[src/scdr_pkg.sv]
`timescale 1ns / 1ps
// shared types and constants for the sample clamp decimal reporter
// no dependencies

package scdr_pkg;

    // field widths
    localparam int SAMPLE_W = 10;
    localparam int THRESH_W = 14;
    localparam int CHAR_W   = 8;
    localparam int DIGIT_W  = 4;
    localparam int QUOT_W   = 10;
    localparam int NDIGITS  = 4;
    localparam int CNT_W    = 2;

    // configuration register indexes
    localparam logic [1:0] CFG_EIGHT_BIT = 2'd0;
    localparam logic [1:0] CFG_CLAMP     = 2'd1;
    localparam logic [1:0] CFG_THRESHOLD = 2'd2;

    // clamp mode codes
    localparam logic [1:0] CLAMP_FLOOR = 2'd1;
    localparam logic [1:0] CLAMP_CEIL  = 2'd2;

    localparam logic [THRESH_W-1:0] THRESH_MAX = 14'd9999;

    // characters
    localparam logic [CHAR_W-1:0] CHAR_CR   = 8'd13;
    localparam logic [CHAR_W-1:0] CHAR_LF   = 8'd10;
    localparam logic [CHAR_W-1:0] CHAR_ZERO = 8'd48;

    // divide by ten: x * 52429 >> 19 is exact for x below 262149
    localparam logic [15:0] RECIP_TEN = 16'd52429;
    localparam int          RECIP_SH  = 19;

    localparam logic [CNT_W-1:0] LAST_DIGIT = 2'd3;

    typedef enum logic [2:0] {
        S_IDLE,
        S_CONV,
        S_DIGIT,
        S_CR,
        S_LF
    } t_state;

endpackage

[src/scdr_div10.sv]
`timescale 1ns / 1ps
// shared divide-by-ten unit: quotient (low 10 bits) and remainder of a 14-bit value
// depends on scdr_pkg

module scdr_div10
    import scdr_pkg::*;
(
    input  logic [THRESH_W-1:0] i_x,
    output logic [QUOT_W-1:0]   o_quot,
    output logic [DIGIT_W-1:0]  o_rem
);

    logic [THRESH_W+15:0] w_prod;
    logic [THRESH_W-1:0]  w_quot_wide;
    logic [THRESH_W-1:0]  w_times_ten;
    logic [THRESH_W-1:0]  w_diff;

    assign w_prod      = THRESH_W'(0) + ({16'd0, i_x} * {{THRESH_W{1'b0}}, RECIP_TEN});
    assign w_quot_wide = THRESH_W'(w_prod >> RECIP_SH);
    // q * 10 as two shifted adds
    assign w_times_ten = (w_quot_wide << 3) + (w_quot_wide << 1);
    assign w_diff      = i_x - w_times_ten;

    assign o_quot = w_quot_wide[QUOT_W-1:0];
    assign o_rem  = w_diff[DIGIT_W-1:0];

endmodule

[src/sample_clamp_decimal_reporter.sv]
`timescale 1ns / 1ps
// the request is taken in idle, then the shared divide-by-ten unit forms the decimal
// digits (1 to 4) lowest first, then one character per cycle goes out while the
// receiver is ready: the digits most significant first, then CR and LF
// a new request is taken only after the LF of the previous line has been accepted
// synchronous active-low reset clears state and the configuration to zero

module sample_clamp_decimal_reporter
    import scdr_pkg::*;
(
    input  logic                i_clk,
    input  logic                i_rst_n,
    input  logic                i_cfg_wr_en,
    input  logic [1:0]          i_cfg_addr,
    input  logic [THRESH_W-1:0] i_cfg_data,
    input  logic                i_in_valid,
    output logic                o_in_ready,
    input  logic [SAMPLE_W-1:0] i_sample,
    output logic                o_out_valid,
    input  logic                i_out_ready,
    output logic [CHAR_W-1:0]   o_out_char,
    output logic                o_last
);

    t_state r_state, n_state;

    logic                r_eight_bit;
    logic [1:0]          r_clamp_mode;
    logic [THRESH_W-1:0] r_threshold;

    logic [THRESH_W-1:0] r_val;
    logic [CNT_W-1:0]    r_cnt;
    logic [DIGIT_W-1:0]  r_dig [NDIGITS];

    logic [THRESH_W-1:0] w_scaled;
    logic [THRESH_W-1:0] w_clamped;
    logic [QUOT_W-1:0]   w_quot;
    logic [DIGIT_W-1:0]  w_rem;
    logic                w_conv_done;

    scdr_div10 u_div10 (
        .i_x    (r_val),
        .o_quot (w_quot),
        .o_rem  (w_rem)
    );

    assign w_conv_done = (w_quot == QUOT_W'(0)) || (r_cnt == LAST_DIGIT);

    always_comb begin
        if (r_eight_bit) begin
            w_scaled = THRESH_W'(i_sample[SAMPLE_W-1:2]);
        end else begin
            w_scaled = THRESH_W'(i_sample);
        end
        case (r_clamp_mode)
            CLAMP_FLOOR: w_clamped = (w_scaled < r_threshold) ? r_threshold : w_scaled;
            CLAMP_CEIL:  w_clamped = (w_scaled > r_threshold) ? r_threshold : w_scaled;
            default:     w_clamped = w_scaled;
        endcase
    end

    // next state
    always_comb begin
        n_state = r_state;
        case (r_state)
            S_IDLE: begin
                if (i_in_valid) n_state = S_CONV;
            end
            S_CONV: begin
                if (w_conv_done) n_state = S_DIGIT;
            end
            S_DIGIT: begin
                if (i_out_ready && (r_cnt == CNT_W'(0))) n_state = S_CR;
            end
            S_CR: begin
                if (i_out_ready) n_state = S_LF;
            end
            S_LF: begin
                if (i_out_ready) n_state = S_IDLE;
            end
            default: n_state = S_IDLE;
        endcase
    end

    // outputs
    always_comb begin
        o_in_ready  = 1'b0;
        o_out_valid = 1'b0;
        o_out_char  = CHAR_ZERO;
        o_last      = 1'b0;
        case (r_state)
            S_IDLE: begin
                o_in_ready = 1'b1;
            end
            S_DIGIT: begin
                o_out_valid = 1'b1;
                o_out_char  = CHAR_ZERO + CHAR_W'(r_dig[r_cnt]);
            end
            S_CR: begin
                o_out_valid = 1'b1;
                o_out_char  = CHAR_CR;
            end
            S_LF: begin
                o_out_valid = 1'b1;
                o_out_char  = CHAR_LF;
                o_last      = 1'b1;
            end
            default: begin
                o_in_ready  = 1'b0;
            end
        endcase
    end

    always_ff @(posedge i_clk) begin
        if (!i_rst_n) begin
            r_state      <= S_IDLE;
            r_eight_bit  <= 1'b0;
            r_clamp_mode <= 2'd0;
            r_threshold  <= '0;
            r_cnt        <= '0;
        end else begin
            r_state <= n_state;
            if (i_cfg_wr_en) begin
                case (i_cfg_addr)
                    CFG_EIGHT_BIT: r_eight_bit  <= i_cfg_data[0];
                    CFG_CLAMP:     r_clamp_mode <= i_cfg_data[1:0];
                    // saturate once at write time
                    CFG_THRESHOLD: r_threshold  <= (i_cfg_data > THRESH_MAX) ?
                                                   THRESH_MAX : i_cfg_data;
                    default: ;
                endcase
            end
            case (r_state)
                S_IDLE: begin
                    if (i_in_valid) r_cnt <= '0;
                end
                S_CONV: begin
                    if (!w_conv_done) r_cnt <= r_cnt + CNT_W'(1);
                end
                S_DIGIT: begin
                    if (i_out_ready && (r_cnt != CNT_W'(0))) r_cnt <= r_cnt - CNT_W'(1);
                end
                default: ;
            endcase
        end
    end

    // payload registers
    always_ff @(posedge i_clk) begin
        if ((r_state == S_IDLE) && i_in_valid) begin
            r_val <= w_clamped;
        end else if (r_state == S_CONV) begin
            r_val        <= THRESH_W'(w_quot);
            r_dig[r_cnt] <= w_rem;
        end
    end

endmodule

[config.mk]
export PLATFORM = sky130hd
export DESIGN_NAME = sample_clamp_decimal_reporter
export DESIGN_NICKNAME = d
export VERILOG_FILES = /design/src/scdr_pkg.sv /design/src/scdr_div10.sv /design/src/sample_clamp_decimal_reporter.sv
export SDC_FILE = /design/constraint.sdc
export NUM_CORES = 1
export LEC_CHECK = 0
export BUFFER_PORTS_ARGS = -buffer_cell sky130_fd_sc_hd__buf_2
export CAP_MARGIN = 20
export CORE_MARGIN = 2
export CORE_UTILIZATION = 55
export DETAILED_ROUTE_END_ITERATION = 12
export PLACE_DENSITY = 0.73
export SYNTH_ARGS = -nofsm -noshare
export SYNTH_HDL_FRONTEND = slang
export SYNTH_SLANG_ARGS = --single-unit
[constraint.sdc]
create_clock -name i_clk -period 9.72 [get_ports i_clk]
set_input_delay 1.458 -clock i_clk [delete_from_list [all_inputs] [get_ports i_clk]]
set_output_delay 1.458 -clock i_clk [all_outputs]
set_load 0.01 [all_outputs]
==> results.txt <==
- Tmin final: 6.520 ns
- After floorplanning, the core was sized to cover 12520 um2.
- Once the floorplan was initialized, standard cells occupied 55.92% of the core.
* Fraction of the cycle the final worst path needs: 67.07%
- Traced cell by cell, the critical path runs through inv_1 -> ha_1 -> inv_1 -> ha_1 -> xnor2_1 -> inv_1 -> fa_1 -> inv_1 -> fa_1 -> inv_1 -> fa_1 -> inv_1 -> fa_1 -> inv_1 -> ha_1 -> a211oi_2 -> o211ai_1 -> and2_1 -> or4_4 -> a32o_1 -> nor4_4 -> nand4bb_2 -> and2_4 -> o311a_1.
* Setup repair after global routing missed its margin: no
* TritonCTS clock tree: done
* Number of global-route vias before repair: 5807
- Cell family with the largest share of critical-path delay: adder cells
- Maximum count of clock buffers along a single path: 2
- The routed design has 16600 um of wire.
- In this run the tool buffered the top-level ports with 39 buffer cells.
- The synthesized design contains 30 enable-type register cells.
* Number of vias in the routed layout: 5672
- The number of buffers and inverters on the critical path is 7.
* Hold Buf Count CTS: 0
- The slowest stage of the critical path belongs to the cell fa_1.
- Layout overhead on the synthesized area: 6.418%
- The final number of max-transition violations came to 0.
- Once detail routing completed, the nets flagged for antenna violations numbered 0.
- Skew-Pair Late Insertion Delay: 0.30 ns
* Width of the die: 116.8 um
- Once detailed placement completed, the half-perimeter wirelength came to 13950 um.
- Worst hold-check path type: register to register
- The worst setup path is of the register to register kind.
- Top cell by count, worst path: inv_1
- During I/O placement, the number of pins put on the boundary was 42.
- Wire length of the first global-routing pass: 27790 um
- Using the TritonRoute via totals, the vias-per-cell ratio works out to 6.002.
- Clock skew: 0.01037 ns
* Number of warnings printed during yosys synthesis: 0
- At the end of routability-driven placement, the weighted congestion stood at 0.8941.
* Reg clk slew, reported paths: 0.07 ns
- Crit path DAT: 6.71 ns
- Most frequently used flop master after synthesis: edfxtp_1
* Worst Setup End Kind: register
* WL per Instance: 17.56 um
- Number of sinks driven by the clock tree: 54
* Number of DRC violations after detailed routing: 0
- Data required time of the critical path: 9.91 ns
- Timing would allow up to 153.4 MHz.
- Number of failing hold endpoints at the final stage: 0
- Row generation in the floorplan step produced 41 rows.
- The initial antenna violation count was 0.
- Yosys mapped the design onto 75 distinct sky130hd cell types.
- The mapped netlist covers 6999 um2.
- Of the cells placed in the final design, the portion with a size suffix greater than 1 is 11.64%.
* Crit start category: register
- Entering global routing, the biggest net connects 22 pins.
- Die Ht: 116.8 um
- In the synthesized netlist, the cells that appear most often are 118 x inv_1, 116 x ha_1, 53 x fa_1.
* CTS H-tree depth: 2
- Dpl cells: 936
- In this run, post-CTS repair resized a total of 0 instances.
* Post-CTS setup buffer count: 0
- Ant. Diodes: 0
* Register bit total from synthesis: 54
- Final setup violation count: 0
- A synthesized cell averages 9.370 um2.
* Number of clock buffers inserted by TritonCTS: 5
* Fraction of synthesis flops using an asynchronous set or reset pin: 0%
- At the pin with the least slew margin, the transition time is 0.7393 ns.
- TNS Setup: 0 ns
* Total routing resource utilization after global routing: 25.90%
- Cell taking the most area after synthesis: ha_1
- Post-layout instance count excluding filler cells: 945
* Cell at the root of the clock tree: clkbuf_16
* Layout Nets: 972
- Among all cell types in the netlist, the one instantiated most often is inv_1.
- Cells after Synth: 747
- By area the synthesized netlist is led by ha_1 21%, fa_1 15%, edfxtp_1 13%.
- Overflow left after global routing: 0
- The tool flagged a number of max-cap violations equal to 0.
* Top fanout value on the critical path: 8
- Router iterations before antenna repair: 5
- Biggest cell delay along the critical path: 0.53 ns
- The run finished with clean final reports.
- Before CTS, the worst setup slack after placement is 3.213 ns.
* Sequential cell area fraction in the yosys report: 19.74%
- The worst pin sits at a relative slew slack of 50.71%.
- Number of inserted filler cells in the final layout: 1121
- Synth top area share: 20.74%
* Post-route setup slack: 3.200 ns
- Starting DRT DRC Count: 368
* Total die area: 13640 um2
state kept, by name (all words and copies together), names as in the netlist, named ones only:
signal,flops
r_eight_bit,1
r_cnt,2
r_threshold,14
r_dig,16
r_state,3
r_clamp_mode,2
r_val,14
kinds of logic (layout without fill, tap and decap cells):
kind of cell / Yosys count / count (layout) / synth area share (%)
and+or+nand+nor: 202 / 202 / 15.28
other: 1 / 2 / 0.05358
xor gates and xnor gates: 10 / 10 / 1.448
buffers and inverters: 141 / 166 / 8.134
adders and majority gates: 169 / 169 / 35.90
muxes: 23 / 23 / 4.272
AOI/OAI and AO/OA: 147 / 147 / 15.18
DFF: 54 / 54 / 19.74
layout make-up:
| class | count | area (um2) | area share (%) |
|---|---|---|---|
| Multi-Input combinational cell | 553 | 5052 | 67.83 |
| Timing Repair Buffer | 40 | 202.7 | 2.721 |
| Sequential cell | 54 | 1381 | 18.55 |
| Clock buffer | 5 | 125.1 | 1.680 |
| Clock inverter | 3 | 28.78 | 0.3864 |
| Tap cell | 172 | 215.2 | 2.889 |
| Inverter | 118 | 442.9 | 5.947 |
cell usage in the layout (no fill, tap or decap), drive strengths merged, types with 13 or more instances in the layout:
master	instances
inv	119
ha	116
fa	53
nand2	45
nor2	45
buf	40
a21oi	39
edfxtp	30
dfxtp	24
o21ai	21
nand3	18
nand4	15
mux2	15
nor2b	13
layer usage:
layer	vias to the layer above	share of wire (%)	GRT usage, %
met1	2751	43	33.92
met2	181	50	46.17
met4	0	2.2	7.608
met3	32	5.0	1.905
met5	-	0	0
li1	2708	-	-
path summary, 6_finish.rpt:
path / depth (start not counted) / slack, ns / start / endpoint
setup reg to reg: 24 / 3.20 / r_val[12] / r_state[0]
hold / removal: 2 / 0.49 / r_threshold[11] / r_threshold[11]
hold reg to reg: 2 / 0.49 / r_threshold[11] / r_threshold[11]
setup / recovery: 24 / 3.20 / r_val[12] / r_state[0]
tightest hold or removal path, cell delays in order, from the launching register on:
cell	delay, ns
dfxtp_1	0.33
nand2_1	0.06
a21boi_0	0.06
per-stage QoR:
step	utilization, %	hold slack [ns]	cell area (um2)
6_report	59.51	0.4896	7448
3_5_place_dp	58.22	0.4876	7287
5_1_grt	59.51	0.5198	7448
3_3_place_gp	58.22	0.4767	7287
4_1_cts	59.45	0.4958	7441
2_1_floorplan	-	0.4444	7003
Power is left out: the tool's default activity adds up to more than one toggle a clock period on the data nets, which glitch-free logic cannot reach.
